$ cat config.mk
export PLATFORM = sky130hd
export DESIGN_NAME = mcfe_quantizer
export DESIGN_NICKNAME = d
export VERILOG_FILES = /design/src/hw/rtl/mcfe_pkg.sv /design/src/hw/rtl/mcfe_quantizer.sv
export SDC_FILE = /design/constraint.sdc
export NUM_CORES = 2
export LEC_CHECK = 0
export BUFFER_PORTS_ARGS = -buffer_cell sky130_fd_sc_hd__buf_2
export CAP_MARGIN = 10
export CORE_UTILIZATION = 40
export CTS_BUF_LIST = sky130_fd_sc_hd__clkbuf_16
export DETAILED_ROUTE_END_ITERATION = 16
export SYNTH_ARGS = -nofsm -noshare
export SYNTH_HDL_FRONTEND = slang
export SYNTH_SLANG_ARGS = --single-unit
$ cat constraint.sdc
create_clock -name clk -period 4.75 [get_ports clk]
set_input_delay 1.425 -clock clk [delete_from_list [all_inputs] [get_ports clk]]
set_output_delay 1.425 -clock clk [all_outputs]
set_load 0.01 [all_outputs]
$ cat src/hw/rtl/mcfe_pkg.sv
// Package for the motor command frame encoder: request and result types,
// command codes, register indexes, limit reset values and field widths.
// Depends on nothing; every other file of the block imports it.
package mcfe_pkg;

  // Widths fixed by the frame format.
  localparam int LIMIT_W       = 31;
  localparam int ID_W          = 11;
  localparam int OPERAND_W     = 32;
  localparam int PAYLOAD_W     = 64;
  localparam int POS_FIELD_W   = 16;
  localparam int GAIN_FIELD_W  = 12;
  localparam int CFG_INDEX_W   = 3;
  localparam int CFG_DATA_W    = 32;

  // Default code widths of the quantized fields.
  localparam int POSITION_BITS_DEFAULT = 16;
  localparam int FIELD_BITS_DEFAULT    = 12;

  // Command codes.
  localparam logic [1:0] CMD_ENABLE    = 2'd0;
  localparam logic [1:0] CMD_DISABLE   = 2'd1;
  localparam logic [1:0] CMD_POS_SPEED = 2'd2;
  localparam logic [1:0] CMD_MIT       = 2'd3;

  // Configuration register indexes.
  localparam logic [CFG_INDEX_W-1:0] REG_POSITION_LIMIT  = 3'd0;
  localparam logic [CFG_INDEX_W-1:0] REG_VELOCITY_LIMIT  = 3'd1;
  localparam logic [CFG_INDEX_W-1:0] REG_TORQUE_LIMIT    = 3'd2;
  localparam logic [CFG_INDEX_W-1:0] REG_STIFFNESS_LIMIT = 3'd3;
  localparam logic [CFG_INDEX_W-1:0] REG_DAMPING_LIMIT   = 3'd4;

  // Limit reset values, Q16.16.
  localparam logic [LIMIT_W-1:0] POSITION_LIMIT_RESET  = 31'd819200;
  localparam logic [LIMIT_W-1:0] VELOCITY_LIMIT_RESET  = 31'd2949120;
  localparam logic [LIMIT_W-1:0] TORQUE_LIMIT_RESET    = 31'd3276800;
  localparam logic [LIMIT_W-1:0] STIFFNESS_LIMIT_RESET = 31'd32768000;
  localparam logic [LIMIT_W-1:0] DAMPING_LIMIT_RESET   = 31'd327680;

  // Frame constants.
  localparam logic [ID_W-1:0] POS_SPEED_ID_OFFSET = 11'h100;
  localparam logic [7:0]      FILL_BYTE           = 8'hFF;
  localparam logic [7:0]      ENABLE_TAIL         = 8'hFC;
  localparam logic [7:0]      DISABLE_TAIL        = 8'hFD;

  typedef struct packed {
    logic [1:0]                  command;
    logic [ID_W-1:0]             motor_id;
    logic signed [OPERAND_W-1:0] target_position;
    logic signed [OPERAND_W-1:0] target_velocity;
    logic signed [OPERAND_W-1:0] stiffness_gain;
    logic signed [OPERAND_W-1:0] damping_gain;
    logic signed [OPERAND_W-1:0] feedforward_torque;
    logic [OPERAND_W-1:0]        position_float_bits;
    logic [OPERAND_W-1:0]        speed_float_bits;
  } mcfe_request_t;

  typedef struct packed {
    logic [ID_W-1:0]      frame_id;
    logic [PAYLOAD_W-1:0] frame_payload;
  } mcfe_result_t;

  // Effective limits, never zero.
  typedef struct packed {
    logic [LIMIT_W-1:0] position;
    logic [LIMIT_W-1:0] velocity;
    logic [LIMIT_W-1:0] torque;
    logic [LIMIT_W-1:0] stiffness;
    logic [LIMIT_W-1:0] damping;
  } mcfe_limits_t;

endpackage

$ cat src/hw/rtl/mcfe_quantizer.sv
// One quantizer lane: offset and range check, scaling by 2^bits - 1, then a
// pipelined restoring divider giving one code bit per stage.
// Depends on mcfe_pkg for operand and limit widths.
module mcfe_quantizer #(
  parameter int CODE_BITS = mcfe_pkg::FIELD_BITS_DEFAULT,
  parameter int STAGES    = mcfe_pkg::FIELD_BITS_DEFAULT,
  parameter bit SYMMETRIC = 1'b1
) (
  input  logic                                clk,
  input  logic signed [mcfe_pkg::OPERAND_W-1:0] x,
  input  logic [mcfe_pkg::LIMIT_W-1:0]        limit,
  output logic [CODE_BITS-1:0]                code
);
  import mcfe_pkg::*;

  localparam int DW  = OPERAND_W;          // remainder and span width
  localparam int NW  = OPERAND_W + 2;      // signed offset value width
  localparam int DVW = DW + CODE_BITS;     // scaled dividend width

  logic [DW-1:0] span;
  logic [NW-1:0] num;

  // Range of the lane: -L..+L spans 2L, 0..L spans L.
  assign span = SYMMETRIC ? {limit, 1'b0} : {1'b0, limit};

  always_comb begin
    if (SYMMETRIC) begin
      num = {{2{x[OPERAND_W-1]}}, x} + NW'(limit);
    end else begin
      num = {{2{x[OPERAND_W-1]}}, x};
    end
  end

  // Offset stage: clamp flags and the in-range offset.
  logic [DW-1:0] off_a;
  logic          zero_a;
  logic          sat_a;

  always_ff @(posedge clk) begin
    off_a  <= num[DW-1:0];
    zero_a <= num[NW-1] || (num == '0);
    sat_a  <= !num[NW-1] && (num[DW:0] >= {1'b0, span});
  end

  // Scale stage: offset * (2^CODE_BITS - 1) as a shift and subtract.
  logic [DVW-1:0] dvd;
  assign dvd = {off_a, {CODE_BITS{1'b0}}} - DVW'(off_a);

  logic [DW-1:0]        rem  [0:STAGES];
  logic [CODE_BITS-1:0] low  [0:STAGES];
  logic [CODE_BITS-1:0] quot [0:STAGES];
  logic                 zero [0:STAGES];
  logic                 sat  [0:STAGES];

  always_ff @(posedge clk) begin
    rem[0]  <= dvd[DVW-1:CODE_BITS];
    low[0]  <= dvd[CODE_BITS-1:0];
    quot[0] <= '0;
    zero[0] <= zero_a;
    sat[0]  <= sat_a;
  end

  // The dividend stays below span * 2^CODE_BITS, so CODE_BITS steps finish it;
  // the remaining stages only delay the result to the common depth.
  for (genvar j = 0; j < STAGES; j++) begin : g_stage
    if (j < CODE_BITS) begin : g_div
      logic [DW:0] trial;
      logic [DW:0] diff;
      assign trial = {rem[j], low[j][CODE_BITS-1]};
      assign diff  = trial - {1'b0, span};
      always_ff @(posedge clk) begin
        if (!diff[DW]) begin
          rem[j+1]  <= diff[DW-1:0];
          quot[j+1] <= {quot[j][CODE_BITS-2:0], 1'b1};
        end else begin
          rem[j+1]  <= trial[DW-1:0];
          quot[j+1] <= {quot[j][CODE_BITS-2:0], 1'b0};
        end
        low[j+1]  <= {low[j][CODE_BITS-2:0], 1'b0};
        zero[j+1] <= zero[j];
        sat[j+1]  <= sat[j];
      end
    end else begin : g_hold
      always_ff @(posedge clk) begin
        rem[j+1]  <= rem[j];
        low[j+1]  <= low[j];
        quot[j+1] <= quot[j];
        zero[j+1] <= zero[j];
        sat[j+1]  <= sat[j];
      end
    end
  end

  always_comb begin
    if (zero[STAGES]) begin
      code = '0;
    end else if (sat[STAGES]) begin
      code = '1;
    end else begin
      code = quot[STAGES];
    end
  end

endmodule
# Word-level counts from Yosys, hierarchy flattened
# Memories as Yosys holds them, arrays and structs flattened.
# Index checks and enable logic that the tools add are counted.
# totals
register_bits,34
ramBits,754
input_bits,64
out_inout_bits,12
word_cells,101
memories,5
# memory_table
memory,depth,width,read_ports,rd_clocked_by_memory_dff,write_ports,line,source
rem,13,32,12,0,13,mcfe_quantizer.sv:49,logic [DW-1:0] rem [0:STAGES];
low,13,12,12,0,13,mcfe_quantizer.sv:50,logic [CODE_BITS-1:0] low [0:STAGES];
quot,13,12,13,0,13,mcfe_quantizer.sv:51,logic [CODE_BITS-1:0] quot [0:STAGES];
sat,13,1,13,0,13,mcfe_quantizer.sv:53,logic sat [0:STAGES];
zero,13,1,13,0,13,mcfe_quantizer.sv:52,logic zero [0:STAGES];
# op_classes
add_sub_neg,14
n_lt_le_gt_ge,1
muxes,50
bitwise,24
n_reduce_logical,4
# ops
operator,n
subtractor 33 x 32 -> 33 bit,12
2-to-1 mux 32 bit,12
2-to-1 mux 12 bit,14
subtractor 44 x 32 -> 44 bit,1
zero test 34 bit,1
adder 32 x 32 -> 33 bit,1
greater-or-equal comparator 33 x 32 -> 1 bit,1
2-to-1 mux 1 bit,24
OR 1 bit,24
logical AND 1 bit,1
zero test 1 bit,1
logical OR 1 bit,1

# Depth between registers and ports, before layout
# An unclocked memory read counts as a cell.
# logic_depth
depth_word,4
mapped_depth,22
mapped_depth_nobuf,21

# Least setup slack after synthesis
# Ideal clock, no wire load.
# synth_timing
kind,input port to flip-flop
start,input port x[0] (netlist name)
end,register sat_a
setup_ns,0.120
arrival_time_ns,4.849
required_time_ns,4.630
path_slack_ns,-0.219
cell_stages,19
n_path_buf,0
cell_sequence,ha_1 fa_1 a21o_1 a41o_1 o21ai_4 a21oi_1 or3_1 and2_1 ha_1 a21oi_1 nor2b_1 o21ai_0 o211ai_1 a211oi_1 o21ai_0 o221a_2 o21ai_0 a21oi_1 o31a_1
# synth_via
elab_chain_len,3
word_cells_on_any_way,4
classes_between,add/sub (1); order compare (1); reduce/logical (2)
# synth_lines
item,line,source
"start, declared",mcfe_quantizer.sv:10,"input logic signed [mcfe_pkg::OPERAND_W-1:0] x,"
adder 32 x 32 -> 33 bit,mcfe_quantizer.sv:28,"num = {{2{x[OPERAND_W-1]}}, x} + NW'(limit);"
net num[14],mcfe_quantizer.sv:21,logic [NW-1:0] num;
greater-or-equal comparator 33 x 32 -> 1 bit,mcfe_quantizer.sv:42,"sat_a <= !num[NW-1] && (num[DW:0] >= {1'b0, span});"
logical AND 1 bit,mcfe_quantizer.sv:42,
"end signal, assigned",mcfe_quantizer.sv:42,
"end, declared",mcfe_quantizer.sv:37,logic sat_a;
# The timed path passes the listed nets, and every way through them passes these cells.

# Worst setup path after layout
# Same ends and word-level chain as after synthesis.

==> metrics <==
run status=finished clean; adder-cell share of the synthesized area=16.1%; Critical Path RT=between 5 and 6 ns; CTS tree=done; asr flop ratio synth=0%; ANT nets after route=0; Filler cells=8392; Detail Route met3 WL=2.67 mm; LEAKAGE=0.0217 uW; share of layout cells above drive strength 1=26.0%; Clock power frac=14.0%; area of the multi-input gates=24400 sq um; worst r2r path cells=16; first-pass GRT wire length=147 mm; WL/cell=15.1 microns; routed wire length=between 80 and 90 mm; post-synthesis simple-gate area fraction=11.8%; number of flops mapped to enable cells by yosys=0; drt first pass iters=5; vias per inst=approximately 5.2; crit path kind=input port to register; number of distinct library cells after synthesis=85; PD cells=816 nW/um^2; multiplexer share of the synthesized area=10.0%; initial antenna violation count=0; largest family of logic cells by synthesized area=compound AO/OA/AOI/OAI gates; switching power=roughly 14000 uW; drc violations=0; initial core utilization=40.7%; xor/xnor cell area share of the yosys netlist=between 7 and 8%; Slew HR=just over 50%; Synth Net Count=4472; critical-path maximum fanout=4; Die W=just over 300 microns; FP Rows=110; Pint=23800 uW; storage element area=~12000 sq um; metal2 WL=43.1 mm; yosys warns=0; Worst VDD drop=0.507 mV; number of top-level pins=76; vias in the first global route=31600; FMAX=213 MHz; post-DP HPWL=a little over 70 mm; CP startpoint kind=input port; post-layout min period=4.69 ns; hold_sp=quot[4][17]$_DFF_P_; Final Max Slew Viols=0; GRT Total Usage=19.1%; sequential share of power=between 20% and 30%; Comb power frac=63.0%; switching share of power=37.3%; Slew @ Worst Pin=0.731 ns; DIE HEIGHT=305 microns; synthesized instance count=3942; setup tns final=0 ns; Sink Count=588; worst skew pair latency=0.64 ns; synthesized flop and latch total=588; Period Utilization, post-route=approximately 100%; CTS Buf Count=70; Clock Pin Slew Worst Setup and Hold Paths=0.06 ns; number of max-cap violations=0; IO Port Bufs=75; hold path depth=0; Total Nets Final=about 5300; Antenna Cells=0; Core ar.=approximately 91000 sq um; Hold Crit Class=register to register; Mapped Area=36800 sq um; RR Endpoint=rem[1][31]$_DFF_P_; Top FF cell, synth=dfxtp_1; Max Clock Skew=0.0286 ns; R2R setup slack=1.00 ns; RSZ-0062 raised after global routing=true; die area=93300 sq um; largest net degree at the start of global routing=33; Post-Route M1 WL=40.8 mm; Final Hold Viols=0; top layer in use=met4; CTS H-tree depth=3; WP data arrival=5.20 ns; Synth Area in Compound Gates=19.9%; grt ovf=0; Layout area overhead=26.5%; routed via count=between 30000 and 40000; Final setup viols=0; Layout Utilization=51.4%; Post-Syn Area per Cell=9.34 sq um; Total Power=38000 uW; Critical R2R Launch=rem[0][224]$_DFF_P_; WHS Endpoint=quot[5][6]$_DFF_P_; DRT iter0 DRCs=roughly 1100; GP Congestion=0.952; Worst Setup End Kind=register; register area share after synthesis=32.0%; clk buf depth=3; Clk Tree Root Cell=clkbuf_16
what timing repair did:
action | 4_1_cts | 5_1_grt
resized for setup | 0 | 26
setup endpoints to repair | 0 | 89
buffers inserted | 0 | 6
hold buffers | 0 | 0
worst max-delay path by stage:
stage	startpoint	end	slack [ns]	cells past startpoint
2_1_floorplan	x[0]	sat_a$_DFF_P_	-0.05	19
5_1_grt	x[1]	sat_a$_DFF_P_	-0.06	22
6_report	x[0]	sat_a$_DFF_P_	0.06	19
4_1_cts	x[1]	sat_a$_DFF_P_	0.04	22
3_5_place_dp	x[0]	sat_a$_DFF_P_	-0.61	20
3_3_place_gp	x[0]	sat_a$_DFF_P_	-0.62	20
worst max-delay path, stage by stage:
cell	delay, ns
buf_2	0.10
ha_2	0.20
fa_2	0.37
a21o_1	0.20
a41o_1	0.29
or2_4	0.25
a21o_1	0.18
a21oi_2	0.17
xnor2_2	0.15
ha_1	0.28
a21o_1	0.19
a21oi_1	0.14
o211ai_1	0.15
a211oi_1	0.23
o21ai_1	0.10
o221a_2	0.26
o21ai_1	0.13
a21oi_1	0.08
o31a_1	0.28
per-layer routing:
metal	global-route usage (%)	vias to the layer above
met3	2.14	178
met5	0	-
met4	7.84	0
met1	22.8	14400
li1	-	16000
met2	34.4	460
power by group through the flow:
stage	combinational (uW)	sequential [uW]	clock, uW
after floorplan	16800	8360	0
after global placement	23300	8830	0
after detailed placement	23700	8850	0
after CTS	23900	8750	5510
after global routing	26600	8990	5720
final	23900	8730	5340
metrics by stage:
step / setup slack (ns) / cells / instance area (sq um) / hold slack [ns]
3_3_place_gp: -0.625 / 5820 / 44100 / 0.311
5_1_grt: -0.0618 / 5957 / 46600 / 0.326
3_5_place_dp: -0.612 / 5820 / 44100 / 0.312
6_report: 0.0603 / 5957 / 46600 / 0.323
2_1_floorplan: -0.0530 / 3942 / 36900 / 0.310
4_1_cts: 0.0441 / 5949 / 46400 / 0.324
Yosys cell counts, types with 50 or more instances:
| library cell | count | area (sq um) |
|---|---|---|
| o21ai_0 | 182 | 911 |
| mux2_2 | 289 | 3250 |
| inv_1 | 174 | 653 |
| o21a_1 | 86 | 646 |
| and3_1 | 56 | 350 |
| ha_1 | 454 | 5680 |
| xnor2_1 | 253 | 2220 |
| nand2b_1 | 50 | 313 |
| a21oi_1 | 326 | 1630 |
| o21bai_1 | 52 | 390 |
| nor3_1 | 56 | 280 |
| a21o_1 | 180 | 1350 |
| dfxtp_1 | 588 | 11800 |
| nor2_1 | 285 | 1070 |
| xor2_1 | 78 | 683 |
| nor2b_1 | 64 | 400 |
| nand2_1 | 140 | 526 |
| nand3_1 | 77 | 385 |
cell usage in the layout, fill, tap and decap left out, types with 12 or more instances in the layout:
cell type / synthesis / final
buf_4: 0 / 653
nand3_1: 77 / 76
o211ai_1: 21 / 21
o21ai_1: 17 / 24
o21a_1: 86 / 86
nor2_1: 285 / 285
inv_1: 174 / 188
a21o_1: 180 / 180
mux2_2: 289 / 289
or3_1: 24 / 22
a21oi_1: 326 / 321
and3_1: 56 / 56
clkbuf_16: 0 / 73
and2_1: 21 / 20
buf_2: 32 / 75
o21bai_1: 52 / 52
nor2b_1: 64 / 64
buf_12: 0 / 32
nor3_1: 56 / 55
clkinv_1: 0 / 14
a21boi_0: 19 / 19
nand2b_1: 50 / 50
dfxtp_1: 588 / 588
a31oi_1: 32 / 32
nand2_1: 140 / 139
o21ai_0: 182 / 174
ha_1: 454 / 451
a211oi_1: 40 / 37
xor2_1: 78 / 78
nand4_1: 39 / 39
o31a_1: 14 / 14
mux2i_1: 35 / 35
or2_2: 20 / 20
xnor2_1: 253 / 242
o31ai_1: 17 / 12
a211o_1: 16 / 16
registers in the layout (all words and copies together) (netlist names):
| signal | flops |
|---|---|
| rem | 384 |
| quot | 78 |
| low | 66 |
| off_a | 32 |
| sat | 13 |
| zero | 13 |
| sat_a | 1 |
| zero_a | 1 |
cell type report:
| type | instances | share of cell area [%] |
|---|---|---|
| Tap cell | 1176 | 3.16 |
| Clock buffer | 71 | 3.81 |
| Timing Repair Buffer | 762 | 12.8 |
| Multi-Input combinational cell | 3128 | 52.4 |
| Inverter | 174 | 1.40 |
| Clock inverter | 58 | 1.16 |
| Sequential cell | 588 | 25.3 |
logic make-up after synthesis:
kind of cell,count (synthesis)
simple gates,879
compound gates,1121
fa+ha+maj,466
flops,588
mux,331
xor+xnor,331
buf+inv,226
(Power assumes the default switching activity.)
