<file path="config.mk">
export PLATFORM = sky130hd
export DESIGN_NAME = mcfe_cfg_regs
export DESIGN_NICKNAME = d
export VERILOG_FILES = /design/src/hw/rtl/mcfe_pkg.sv /design/src/hw/rtl/mcfe_cfg_regs.sv
export SDC_FILE = /design/constraint.sdc
export NUM_CORES = 1
export LEC_CHECK = 0
export BUFFER_PORTS_ARGS = -buffer_cell sky130_fd_sc_hd__buf_2
export CORE_ASPECT_RATIO = 1.75
export CORE_MARGIN = 5
export CORE_UTILIZATION = 51
export CTS_BUF_LIST = sky130_fd_sc_hd__clkbuf_16
export DETAILED_ROUTE_END_ITERATION = 10
export PLACE_DENSITY = 0.86
export SLEW_MARGIN = 25
export SYNTH_ARGS = -nofsm -noshare
export SYNTH_HDL_FRONTEND = slang
export SYNTH_SLANG_ARGS = --single-unit
</file>
<file path="constraint.sdc">
create_clock -name clk -period 1.6 [get_ports clk]
set_input_delay 0.08 -clock clk [delete_from_list [all_inputs] [get_ports clk]]
set_output_delay 0.08 -clock clk [all_outputs]
set_load 0.01 [all_outputs]
</file>
<file path="src/hw/rtl/mcfe_pkg.sv">
// Package for the motor command frame encoder: request and result types,
// command codes, register indexes, limit reset values and field widths.
// Depends on nothing; every other file of the block imports it.
package mcfe_pkg;

  // Widths fixed by the frame format.
  localparam int LIMIT_W       = 31;
  localparam int ID_W          = 11;
  localparam int OPERAND_W     = 32;
  localparam int PAYLOAD_W     = 64;
  localparam int POS_FIELD_W   = 16;
  localparam int GAIN_FIELD_W  = 12;
  localparam int CFG_INDEX_W   = 3;
  localparam int CFG_DATA_W    = 32;

  // Default code widths of the quantized fields.
  localparam int POSITION_BITS_DEFAULT = 16;
  localparam int FIELD_BITS_DEFAULT    = 12;

  // Command codes.
  localparam logic [1:0] CMD_ENABLE    = 2'd0;
  localparam logic [1:0] CMD_DISABLE   = 2'd1;
  localparam logic [1:0] CMD_POS_SPEED = 2'd2;
  localparam logic [1:0] CMD_MIT       = 2'd3;

  // Configuration register indexes.
  localparam logic [CFG_INDEX_W-1:0] REG_POSITION_LIMIT  = 3'd0;
  localparam logic [CFG_INDEX_W-1:0] REG_VELOCITY_LIMIT  = 3'd1;
  localparam logic [CFG_INDEX_W-1:0] REG_TORQUE_LIMIT    = 3'd2;
  localparam logic [CFG_INDEX_W-1:0] REG_STIFFNESS_LIMIT = 3'd3;
  localparam logic [CFG_INDEX_W-1:0] REG_DAMPING_LIMIT   = 3'd4;

  // Limit reset values, Q16.16.
  localparam logic [LIMIT_W-1:0] POSITION_LIMIT_RESET  = 31'd819200;
  localparam logic [LIMIT_W-1:0] VELOCITY_LIMIT_RESET  = 31'd2949120;
  localparam logic [LIMIT_W-1:0] TORQUE_LIMIT_RESET    = 31'd3276800;
  localparam logic [LIMIT_W-1:0] STIFFNESS_LIMIT_RESET = 31'd32768000;
  localparam logic [LIMIT_W-1:0] DAMPING_LIMIT_RESET   = 31'd327680;

  // Frame constants.
  localparam logic [ID_W-1:0] POS_SPEED_ID_OFFSET = 11'h100;
  localparam logic [7:0]      FILL_BYTE           = 8'hFF;
  localparam logic [7:0]      ENABLE_TAIL         = 8'hFC;
  localparam logic [7:0]      DISABLE_TAIL        = 8'hFD;

  typedef struct packed {
    logic [1:0]                  command;
    logic [ID_W-1:0]             motor_id;
    logic signed [OPERAND_W-1:0] target_position;
    logic signed [OPERAND_W-1:0] target_velocity;
    logic signed [OPERAND_W-1:0] stiffness_gain;
    logic signed [OPERAND_W-1:0] damping_gain;
    logic signed [OPERAND_W-1:0] feedforward_torque;
    logic [OPERAND_W-1:0]        position_float_bits;
    logic [OPERAND_W-1:0]        speed_float_bits;
  } mcfe_request_t;

  typedef struct packed {
    logic [ID_W-1:0]      frame_id;
    logic [PAYLOAD_W-1:0] frame_payload;
  } mcfe_result_t;

  // Effective limits, never zero.
  typedef struct packed {
    logic [LIMIT_W-1:0] position;
    logic [LIMIT_W-1:0] velocity;
    logic [LIMIT_W-1:0] torque;
    logic [LIMIT_W-1:0] stiffness;
    logic [LIMIT_W-1:0] damping;
  } mcfe_limits_t;

endpackage

</file>
<file path="src/hw/rtl/mcfe_cfg_regs.sv">
// Limit register file of the motor command frame encoder.
// Depends on mcfe_pkg for register indexes, reset values and the limits struct.
module mcfe_cfg_regs (
  input  logic                              clk,
  input  logic                              rst,
  input  logic                              cfg_valid,
  input  logic [mcfe_pkg::CFG_INDEX_W-1:0]  cfg_index,
  input  logic [mcfe_pkg::CFG_DATA_W-1:0]   cfg_data,
  output mcfe_pkg::mcfe_limits_t            limits
);
  import mcfe_pkg::*;

  logic [LIMIT_W-1:0] position_limit;
  logic [LIMIT_W-1:0] velocity_limit;
  logic [LIMIT_W-1:0] torque_limit;
  logic [LIMIT_W-1:0] stiffness_limit;
  logic [LIMIT_W-1:0] damping_limit;
  logic [LIMIT_W-1:0] wdata;

  assign wdata = cfg_data[LIMIT_W-1:0];

  always_ff @(posedge clk) begin
    if (rst) begin
      position_limit  <= POSITION_LIMIT_RESET;
      velocity_limit  <= VELOCITY_LIMIT_RESET;
      torque_limit    <= TORQUE_LIMIT_RESET;
      stiffness_limit <= STIFFNESS_LIMIT_RESET;
      damping_limit   <= DAMPING_LIMIT_RESET;
    end else if (cfg_valid) begin
      unique case (cfg_index)
        REG_POSITION_LIMIT:  position_limit  <= wdata;
        REG_VELOCITY_LIMIT:  velocity_limit  <= wdata;
        REG_TORQUE_LIMIT:    torque_limit    <= wdata;
        REG_STIFFNESS_LIMIT: stiffness_limit <= wdata;
        REG_DAMPING_LIMIT:   damping_limit   <= wdata;
        default: ;
      endcase
    end
  end

  // A limit of zero behaves as the smallest nonzero limit.
  function automatic logic [LIMIT_W-1:0] nonzero(input logic [LIMIT_W-1:0] v);
    return (v == '0) ? LIMIT_W'(1) : v;
  endfunction

  always_comb begin
    limits.position  = nonzero(position_limit);
    limits.velocity  = nonzero(velocity_limit);
    limits.torque    = nonzero(torque_limit);
    limits.stiffness = nonzero(stiffness_limit);
    limits.damping   = nonzero(damping_limit);
  end

endmodule

</file>
* Word-level counts from Yosys, hierarchy flattened *
Cells that the tools add are included.

storage, ports and cells
  bits in registers = 155
  bits of input ports = 38
  output and inout port bits = 155

cells by class
  equal/unequal tests = 4
  mux-type cells = 5
  reductions and logical operators = 11

operator list
  cell                count
  $logic_not 31->1    5
  $mux 31             5
  $reduce_and 2->1    5
  $eq 3x2->1 const B  2
  $eq 3x1->1 const B  1
  $eq 3x3->1 const B  1
  $logic_not 3->1     1

* Longest topological paths before layout *
Gate-level depths: netlist of the first run.

  depth after elaboration = 2
  mapped depth = 6
  mapped depth without buffers = 3

* Worst setup path after synthesis of the first run *
Ideal clock, no wire load.

  path kind = in2reg
  from = input port cfg_index[0] (netlist name)
  to = register position_limit[0]
  setup time = 132 ps
  arrival time = 1089 ps
  data required time = 1468 ps
  setup slack = 379 ps
  cell stages on the path = 6
  buffers on the path = 3
  path through = buf_2 or4b_1 buf_2 buf_6 nand2_1 a21oi_1

on the way
  longest elaborated chain between the ends = 2

RTL lines
  item                               RTL line             source
  from (decl)                        mcfe_cfg_regs.sv:7   input logic [mcfe_pkg::CFG_INDEX_W-1:0] cfg_index,
  $logic_not 3->1                    mcfe_cfg_regs.sv:30  unique case (cfg_index)
  $reduce_and 2->1 (no source line)  --
  to (signal assigned)               mcfe_cfg_regs.sv:31  REG_POSITION_LIMIT: position_limit <= wdata;
  to (decl)                          mcfe_cfg_regs.sv:13  logic [LIMIT_W-1:0] position_limit;

Every way passes these cells.
A chain may end at the register's enable or synchronous reset.

==> impl_summary.md, run 1 <==
Status
The flow ran to the end, but the final reports show violations. The final reports fail on negative setup slack.

Power
For this design the total switching power over the nets is 2050 uW. For this design the static power due to leakage is 0.00334 uW. In this run, the clock network consumes 43.4% of the power.

Combinational cells account for 8.5% of the total power. Net switching is 24.4% of the power. The internal power component is 6350 uW. VDD sags by at most 720 uV. Sequential cells account for 48.1% of the total power. The power density over the cells is 1050 mW/mm^2.

Timing
The worst hold margin is 0.0326 ns. The final-report max-slew violation count came to 0. The final period utilization is 104%. The setup-violating endpoint count in the final report is 4. Measured against its own limit, the worst slew margin works out to 77.1%.

For this run, the top clock speed supported by timing is 0.600 GHz. Setup repair after global routing could not meet its margin everywhere. The final critical delay including setup and external delays is 1.67 ns.

The setup clock skew after layout is 0 ns. The transition at the pin with the smallest max-transition slack is 0.344 ns. The worst path setup slack after routing is -0.0669 ns. The count of endpoints failing hold in the final timing report is 0.

Floorplan
Measured along the x axis, the die boundary spans 94.5 um. The total area inside the core boundary comes to 0.0124 sq mm. Once the floorplan was initialized, standard cells occupied 51.5% of the core. The floorplan has 54 rows. The die covers 0.0149 sq mm. The height of the chip is 158 um. Pin placement for this block handled 193 I/O pins.

Routing
The detailed-routed wire length on met2 is 10400 um. The met3 wirelength from detailed routing is 1320 um. The via count of the routed design is 6075. The routed design has 20200 um of wire. The wire length the detailed router placed on met1 is 7120 um. The remaining routing DRC violations is 0. The detailed router finished its first iteration with 338 violations. The pre-antenna-repair detailed-routing pass consisted of 5 iterations.

The via-per-instance ratio is 5.41. Dividing the detail-routed wire length by the instance count gives 18.0 um. The detail route stage leaves a number of antenna-violating nets equal to 0. The uppermost layer routed is met4.

Global route
The wire length of the first global-routing pass is 30000 um. Entering global routing, the biggest net connects 82 pins. The global-route congestion overflow total is 0. The via count of the first global-routing pass is 5753.

The global-route total usage across every layer is 26.5%. The initial antenna violation count came to 0.

Min path
In this run the most critical hold path is launched from cfg_data[18]. The type of the worst min-delay path is in2reg. The worst hold path cell count is 3. The worst-case hold path end point is damping_limit[18]$_SDFFE_PP1P_.

Yosys
The combined area of all synthesized cells is 0.00637 sq mm. The average instance area after synthesis is 7.17 sq um. Summed over all instances, the cell type with the most area after synthesis is dfxtp_1.

The number of flip-flops and latches in the synthesized netlist is 155. By area the synthesized netlist is led by dfxtp_1 49%, nand2_1 18%, a21oi_1 11%, clkbuf_1 10%, nor4_1 3.4%. The post-synthesis cell count is 888. The Yosys step of the flow raised 0 warnings. The number of nets in the synthesized netlist is 926. The top cell type by area accounts for 48.7% of the synthesized area.

The sequential element share of the synthesized area is 48.7%. After synthesis, the netlist uses 18 different library cells.

Clock tree
The number of clock sinks seen by CTS is 155. The source-to-sink clock delay at the later pin of the worst-skew pair is 0.40 ns. The clock root buffer is clkbuf_16. The clock tree synthesis step divided the H-tree into 4 levels. After clock tree synthesis, the clock-pin slew on the worst setup and hold paths is 0.06 ns. In this run the deepest clock path goes through 2 buffers. TritonCTS built the clock tree. Counting the buffers created by CTS gives 17.

Setup path
The largest incremental delay on the critical path is 0.34 ns. Of all nets on the critical path, the largest fanout is 3. The worst register-to-register path begins at position_limit[9]$_SDFFE_PP0P_. Data on the critical path arrives at its endpoint at 1.59 ns. The setup slack of the most critical reg-to-reg path is 0.86 ns. For the worst flop-to-flop path, the logic depth is 3.

Among all stages on the critical path, the largest delay is contributed by dfxtp_2. Walking the worst path, the cells encountered are nor4_2 > nand4_1 > o21bai_1 > buf_2. The worst endpoint required time is 1.52 ns.

The source of the critical timing path is damping_limit[18]$_SDFFE_PP1P_. The class of the most critical setup path is reg2out. STA classifies the critical path startpoint as a register. The kind of end point of the critical path is an output pin. The capturing point of the worst reg2reg path is position_limit[9]$_SDFFE_PP0P_.

Final layout
The cell area after layout is 0.00796 sq mm. The number of nets in the layout is 980. The number of filler cells placed in the layout is 1017. The final standard cell utilization of the core is 64.3%. The fraction of final layout cells sized beyond drive strength 1 is 28.4%. The number of antenna diodes in the final layout is 0.

From synthesis to final layout, the design area changed by 24.9%.

Placement
Detailed placement finished with a half-perimeter wire length of 13800 um. The routability congestion estimate is 0.861. The count of buffers inserted at the top-level ports is 191. The instance area after placement is 0.00690 sq mm.

Job
The number of max-cap violations is 0.
## cells in the mapped netlist
| cell type | instances |
|---|---|
| a21oi_1 | 137 |
| and4b_1 | 1 |
| and4bb_2 | 3 |
| buf_1 | 1 |
| buf_2 | 24 |
| buf_6 | 4 |
| clkbuf_1 | 174 |
| dfxtp_1 | 155 |
| nand2_1 | 310 |
| nand3b_1 | 18 |
| nand4_1 | 10 |
| nand4b_1 | 1 |
| nand4bb_1 | 3 |
| nor3_1 | 5 |
| nor4_1 | 35 |
| nor4b_2 | 1 |
| o21bai_1 | 5 |
| or4b_1 | 1 |
## cells by family (layout without fill, tap and decap cells)
| group | Yosys count | count (layout) | share of synthesized area (%) |
|---|---|---|---|
| AOI/OAI and AO/OA | 142 | 142 | 11.4 |
| DFF | 155 | 155 | 48.7 |
| buffers and inverters | 203 | 270 | 12.9 |
| and+or+nand+nor | 388 | 388 | 27.0 |
## routing by layer
layer | track usage [%] | vias to the layer above
li1 | - | 2879
met1 | 27.9 | 2827
met2 | 46.0 | 295
met3 | 5.23 | 74
met4 | 19.3 | 0
met5 | 0 | -
## timing repair
| action | in CTS | in global routing |
|---|---|---|
| hold buffers | 30 | 0 |
| resized for setup | 19 | 20 |
| pin swaps | 15 | 17 |
| setup buffers | 3 | 1 |
| hold endpoints to repair | 119 | 0 |
| setup endpoints to repair | 5 | 5 |
## final cells by class
type | count | area, sq um | area share (%)
Clock inverter | 15 | 108 | 1.35
Sequential cell | 155 | 3120 | 39.2
Timing Repair Buffer | 238 | 1460 | 18.4
Clock buffer | 17 | 425 | 5.35
Tap cell | 168 | 210 | 2.64
Multi-Input combinational cell | 530 | 2630 | 33.1
## placed cells by master, fill, tap and decap left out, drive strengths merged
cell type    Yosys  final
clkinv           0      8
o21bai           5      5
nand4b           1      1
clkbuf         174     17
and4b            1      1
nor4            35     35
nor4b            1      1
nand4           10     10
dfxtp          155    155
inv              0      4
a21oi          137    137
nor3             5      5
or4b             1      1
nand3b          18     18
bufinv           0      1
clkinvlp         0      2
and4bb           3      3
nand4bb          3      3
buf             29    208
dlygate4sd3      0     30
nand2          310    310
## registers in the layout, summed over array words and instances, names as in the netlist
register	count
position_limit	31
velocity_limit	31
stiffness_limit	31
torque_limit	31
damping_limit	31
## worst max path at each step
stage | to | slack [ns] | cells after the start
final | limits[0] | -0.07 | 4
after global routing | limits[0] | -0.17 | 4
after CTS | limits[0] | -0.08 | 4
after detailed placement | position_limit[0]$_SDFFE_PP0P_ | 0.28 | 5
after global placement | position_limit[16]$_SDFFE_PP0P_ | 0.29 | 5
after floorplan | position_limit[0]$_SDFFE_PP0P_ | 0.38 | 6
## metrics by stage
| stage | power (uW) | std cells | setup WS [ns] | setup TNS (ns) |
|---|---|---|---|---|
| after detailed placement | 4730 | 1057 | 0.283 | 0 |
| after floorplan | 4460 | 888 | 0.379 | 0 |
| final | 8390 | 1123 | -0.0669 | -0.211 |
| after global routing | 8690 | 1123 | -0.171 | -0.599 |
| after CTS | 8430 | 1122 | -0.0764 | -0.248 |
| after global placement | 4720 | 1057 | 0.288 | 0 |
## power by group through the flow
stage	registers, uW	logic [uW]	clock network (uW)
global route	4040	764	3890
CTS	4030	694	3710
detailed placement	4100	627	0
floorplan	4080	381	0
global placement	4100	617	0
finish	4030	711	3650
## critical path, delay by kind of cell, from the launching register on
| kind | cells | cell delay [ns] |
|---|---|---|
| buf+inv | 1 | 0.15 |
| flops | 1 | 0.34 |
| simple gates | 2 | 0.50 |
| compound gates | 1 | 0.19 |
Note: power is estimated with default switching activity, not from simulation.
==> run 2: changes to the inputs <==
Settings changed: BUFFER_PORTS_ARGS -buffer_cell sky130_fd_sc_hd__buf_2 to default, CORE_UTILIZATION 51 to 60, DONT_BUFFER_PORTS from default to 1, PLACE_DENSITY 0.86 to 0.83, SKIP_LAST_GASP from default to 1.
==> run 2 against run 1 <==
  * The flow still finishes with violations (negative setup slack)
  * Highest routed layer unchanged
  * Die area down 14%
  * Count of clock-buffer cells in the layout unchanged
  * Design area down 2.4%
==> impl_summary.md, run 2 (synthesis results as in run 1) <==
Clock tree
The number of clock sinks seen by CTS is 155. The CTS tree is yes. The tree is rooted in a clkbuf_16. Clock-pin slew was measured on the worst setup and hold paths at 0.06 ns.

The CTS buffer count is 17. The level count of the clock H-tree is 4. The clock tree buffer depth is 2.

For the worst-skew pair, the clock arrives at the later sink with an insertion delay of 0.40 ns. After clock tree synthesis, the setup repair step added 0 buffers.

Global route
The initial antenna violation count is 2. The global-route congestion overflow total is 0. The largest net degree at the start of global routing is 84. The wire length of the first global-routing pass is 32800 um.

The via count of the first global-routing pass is 5832. The global-route total usage across every layer is 34.0%.

Routing
The first detailed-routing pass ran for 8 iterations. The count of antenna-violating nets left after detailed routing is 0. The via count of the routed design is 5911.

In the final routed layout, each cell accounts on average for 23.5 um. For this block, the routed nets add up to 22500 um of wire. In the routed design, unresolved DRC markers number 0. Dividing the detail-routed via count by the number of cells gives 6.17. The number of design-rule violations left by the first detailed-router iteration is 476.

Floorplan
The die is 146 um tall. The floorplan row count is 49. The effective utilization at floorplan is 61.5%.

The horizontal extent of the die is 87.9 um. The placeable core region is 0.0104 sq mm. For this design the top-level I/O count stands at 193. The die footprint is 0.0129 sq mm.

Setup path
On the worst path, the slowest cell contributes a delay of 0.36 ns. The kind of end point of the critical path is an output pin. The signal on the critical path passes through nor4_4 > nand4_1 > o21bai_2. The cell at the slowest stage of the critical path is dfxtp_2. The worst setup path is of the reg2out kind. Data on the critical path is required at its endpoint by 1.52 ns. At the worst endpoint, the arrival time is 1.56 ns. The largest fanout on the critical path is 3. STA classifies the critical path startpoint as a register.

Final layout
The net count of the finished layout is 854. The area growth from synthesis to layout is 22.0%. The final non-filler cell total is 958. The number of filler cells placed in the layout is 684. In the layout the commonest cells are 310 x nand2_1, 137 x a21oi_1, 121 x dfxtp_1, 102 x dlygate4sd3_1, 31 x dfxtp_2. Summing all multi-input logic gate instances after layout gives 0.00273 sq mm. The storage element area is 0.00315 sq mm. The cell area after layout is 0.00777 sq mm. The most common cell after layout, fill and taps aside is nand2_1. The final standard cell utilization of the core is 75.0%. The fraction of final layout cells sized beyond drive strength 1 is 13.2%.

Timing
The worst path setup slack after routing is -0.0391 ns. The final-report max-slew violation count is 0. The final critical delay including setup and external delays is 1.64 ns. Setup repair after global routing could not meet its margin everywhere. The count of endpoints failing hold in the final timing report is 0. The clock arrives with 0 ns of skew. Of the available clock period, the critical path in the final layout requires 102%.

For the pin with the worst max-slew slack, the measured transition is 0.651 ns. The worst slew slack as a fraction of its limit is 56.6%. For this run, the top clock speed supported by timing is 0.610 GHz. The setup-violating endpoint count in the final report is 4.

Power
Across the VDD grid, the largest voltage drop is 1030 uV. The reported leakage power is 0.00293 uW. Power spread over the standard cell area amounts to 1130 mW/mm^2.

Placement
The number of placed instances, taps included, is 821. The routability congestion estimate is 0.896. Before CTS, the worst setup slack after placement is 0.217 ns. Once detailed placement completed, the half-perimeter wirelength came to 12800 um. The instance area after placement is 0.00578 sq mm. During placement, the flow inserted port buffers numbering 0.

Job
The number of max-cap violations is 0.

Status
The checks that failed: negative setup slack. The flow ran to the end, but the final reports show violations.

Min path
The type of the worst min-delay path is in2reg.
## run 2: changes by cell type in the layout (fill, tap and decap cells not counted), sizes merged
cell	previous run	this run
bufinv	1	4
buf	208	10
inv	4	2
clkinvlp	2	1
dlygate4sd3	30	102
diode	0	3
clkinv	8	7
## run 2: metal layers
layer  global-route usage (%)  share of wire (%)
met2                     60.1                 53
met5                        0                  0
met3                     11.3                 10
met4                     24.5                7.0
met1                     31.0                 29
## run 2: critical path, delay by kind of cell, from the launching register on
kind | cells | cell delay, ns
AND/OR/NAND/NOR | 2 | 0.48
flip-flops | 1 | 0.36
AO/OA/AOI/OAI | 1 | 0.31
## run 2: metrics by stage
step                power, uW  setup TNS [ns]  hold slack (ns)
CTS                      8710         -0.0840           0.0618
floorplan                4460               0            0.201
detailed placement       4430               0            0.161
global route             8970          -0.272           0.0725
finish                   8740          -0.105           0.0824
global placement         4410               0            0.160
## run 2: final cells by class
type	instances	area share (%)
Clock inverter	14	2.34
Antenna cell	3	0.0966
Tap cell	127	2.05
Sequential cell	155	40.6
Multi-Input combinational cell	530	35.1
Clock buffer	17	5.48
Timing Repair Buffer	112	14.4
## run 2: report_power, final
group	switching, uW	leakage (uW)	internal, uW
clock	1540	0.000305	2580
sequential	154	0.00127	3950
combinational	272	0.00136	239
total	1970	0.00293	6770
## run 2: path summary, 6_finish.rpt
check / startpoint / endpoint / slack (ns) / cells past startpoint
worst max-delay path: position_limit[9]$_SDFFE_PP0P_ / limits[124] / -0.04 / 3
worst min-delay path: rst / torque_limit[1]$_SDFFE_PP0P_ / 0.08 / 2
worst min register to register: velocity_limit[0]$_SDFFE_PP0P_ / velocity_limit[0]$_SDFFE_PP0P_ / 0.49 / 2
worst max register to register: position_limit[6]$_SDFFE_PP0P_ / position_limit[6]$_SDFFE_PP0P_ / 0.19 / 3
## run 2: repair_timing
| item | CTS | global route |
|---|---|---|
| setup endpoints to repair | 5 | 5 |
| hold endpoints to repair | 155 | 0 |
| gates cloned | 0 | 0 |
| resized for setup | 48 | 31 |
| hold buffers | 103 | 0 |
| pin swaps | 19 | 20 |
==> run 3: changes to the inputs <==
Settings changed: CTS_BUF_LIST sky130_fd_sc_hd__clkbuf_16 to default.
==> run 3 against run 2 <==
  * The run still ends with negative setup slack left
  * Hold slack worse by 0.0085 ns
  * Critical path depth stayed put
  * Die area stayed put
  * Core utilization is 0.060 points higher
  * Non-clock buffer count stayed put
==> impl_summary.md, run 3 (synthesis results as in run 1) <==
Status
The flow ran to the end, but the final reports show violations. The checks that failed: negative setup slack.

Clock tree
The clock passes through at most 2 buffers. CTS placed an instance of clkbuf_16 at the clock tree root. The number of post-CTS setup repair buffers is 0. The level count of the clock H-tree is 4.

TritonCTS built the clock tree. Clock-pin slew was measured on the worst setup and hold paths at 0.06 ns. The number of clock sinks seen by CTS is 155. Clock latency on the worst-skew pair, taken at its later pin, is 0.41 ns. The CTS buffer count is 17.

Power
For this design the ratio of total power to cell area is 1130 mW/mm^2. Overall power consumption after layout is estimated at 8760 uW. The reported leakage power is 0.00293 uW. The maximum vdd drop is 1020 uV.

Min path
The worst hold path cell count is 2. The type of the worst min-delay path is in2reg. The worst-case hold path end point is torque_limit[1]$_SDFFE_PP0P_.

The startpoint identified for the worst hold timing path is rst.

Setup path
The worst register-to-register path begins at position_limit[6]$_SDFFE_PP0P_. The logic depth of the worst register-to-register path is 3. The largest fanout on the critical path is 3. Traced cell by cell, the critical path runs through nor4_1 > nand4_1 > o21bai_2. The setup check on the worst reg-to-reg path leaves a slack of 0.22 ns.

In this run the critical register-to-register path is captured at position_limit[6]$_SDFFE_PP0P_. Data on the critical path arrives at its endpoint at 1.57 ns. The worst endpoint required time is 1.52 ns. The kind of end point of the critical path is an output pin.

The largest incremental delay on the critical path is 0.35 ns. Among all stages on the critical path, the largest delay is contributed by dfxtp_2. STA classifies the critical path startpoint as a register.

The worst setup path is of the reg2out kind.

Final layout
The number of nets in the layout is 854. The top cell types in the final layout, fill and taps aside, are 310 x nand2_1, 137 x a21oi_1, 121 x dfxtp_1, 102 x dlygate4sd3_1, 31 x dfxtp_2. The fraction of final layout cells sized beyond drive strength 1 is 13.2%. The cell area after layout is 0.00777 sq mm. The most common cell after layout, fill and taps aside is nand2_1.

The area growth from synthesis to final layout is 22.1%.

Timing
The setup clock skew after layout is 0 ns. The count of endpoints failing hold in the final timing report is 0. The worst slew slack as a fraction of its limit is 55.9%. Setup slack on the critical path of the routed design comes to -0.0545 ns. The final-report max-slew violation count is 0. Setup total negative slack on the finished layout was measured at -0.127 ns. Setup violations remaining at the end of the flow were counted as 3. Setup repair after global routing could not meet its margin everywhere. The worst path uses 103% of the clock period. The transition at the pin with the smallest max-transition slack is 0.662 ns. The maximum achievable frequency is 0.604 GHz. The final critical delay including setup and external delays is 1.65 ns.

Job
Max-cap violations in this run came to 0.

Global route
Summed over all layers, the global routing overflow is 0. The via count of the first global-routing pass is 5832. For this run, the total global-route usage over all layers was measured as 34.0%. The initial antenna violation count is 2. The first global-routing pass estimated 32800 um of wire. The largest net degree at the start of global routing is 84.

Placement
Detailed placement ended at an HPWL of 12800 um. The congestion estimate from routability-driven global placement came to 0.896. In this run the tool buffered the top-level ports with 0 buffer cells. The instance area after placement is 0.00578 sq mm. Prior to clock tree synthesis, the placed netlist has a worst setup slack of 0.217 ns.

Routing
The final route contains 5921 vias. The sum of routed wire length over all layers is 22400 um. The count of antenna-violating nets left after detailed routing is 0. The remaining routing DRC violations is 0. The first detailed-routing pass took 8 iterations.

Dividing the detail-routed wire length by the instance count gives 23.4 um. The via-per-instance ratio is 6.19. The number of design-rule violations left by the first detailed-router iteration is 431.

Floorplan
The die footprint is 0.0129 sq mm. The horizontal extent of the die is 87.9 um. From bottom edge to top edge, the die measures 146 um. The core region is 0.0104 sq mm. 193 I/O pins were placed. The floorplan row count is 49. For this configuration, the core starts out at a cell density of 61.5%.
run 3: cell count changes in the layout (fill, tap and decap cells not counted):
cell / before / now
nor4_4: 10 / 11
diode_2: 3 / 2
inv_1: 2 / 0
nor4_2: 15 / 14
clkbuf_1: 0 / 2
run 3: stage by stage:
step	hold WS, ns	std cells	utilization, %
2_1_floorplan	0.201	888	-
3_5_place_dp	0.161	821	55.8
4_1_cts	0.0618	955	73.6
3_3_place_gp	0.160	821	55.8
5_1_grt	0.0725	957	75.0
6_report	0.0739	957	75.0
run 3: cell type report:
type	count	area, sq um
Clock inverter	12	174
Fill cell	682	2590
Sequential cell	155	3150
Timing Repair Buffer	112	1120
Antenna cell	2	5.00
Clock buffer	19	433
Multi-Input combinational cell	530	2730
Tap cell	127	159
run 3: where the power goes:
group,leakage [uW],switching (uW),internal (uW)
Sequential,0.00127,154,3950
Clock,0.000297,1550,2600
Combinational,0.00137,272,240
Total,0.00293,1980,6790
run 3: how the worst max path moves through the flow:
stage / depth (start not counted) / slack [ns] / startpoint / to
after CTS: 3 / -0.04 / position_limit[9]$_SDFFE_PP0P_ / limits[124]
after detailed placement: 3 / 0.22 / stiffness_limit[22]$_SDFFE_PP1P_ / limits[31]
final: 3 / -0.05 / torque_limit[28]$_SDFFE_PP0P_ / limits[62]
after floorplan: 6 / 0.38 / cfg_index[0] / position_limit[0]$_SDFFE_PP0P_
after global routing: 3 / -0.09 / position_limit[23]$_SDFFE_PP0P_ / limits[124]
after global placement: 3 / 0.26 / velocity_limit[22]$_SDFFE_PP0P_ / limits[93]
run 3: critical path: cells and delay by family, from the launching register on:
kind | cells | cell delay, ns
AOI/OAI and AO/OA | 1 | 0.23
and+or+nand+nor | 2 | 0.58
DFF | 1 | 0.35
run 3: per-layer routing:
layer  vias up  GRT usage (%)  wire length (um)
li1       2631              -                 -
met1      2787           31.0              6560
met2       395           60.1             11900
met3       108           11.3              2240
met4         0           24.5              1700
met5         -              0                 0
run 3: timing repair:
| item | in CTS | in global routing |
|---|---|---|
| hold buffers | 103 | 0 |
| setup endpoints to repair | 5 | 5 |
| resized for setup | 48 | 32 |
| endpoints found under the hold margin | 155 | 0 |
| pin swaps | 19 | 20 |
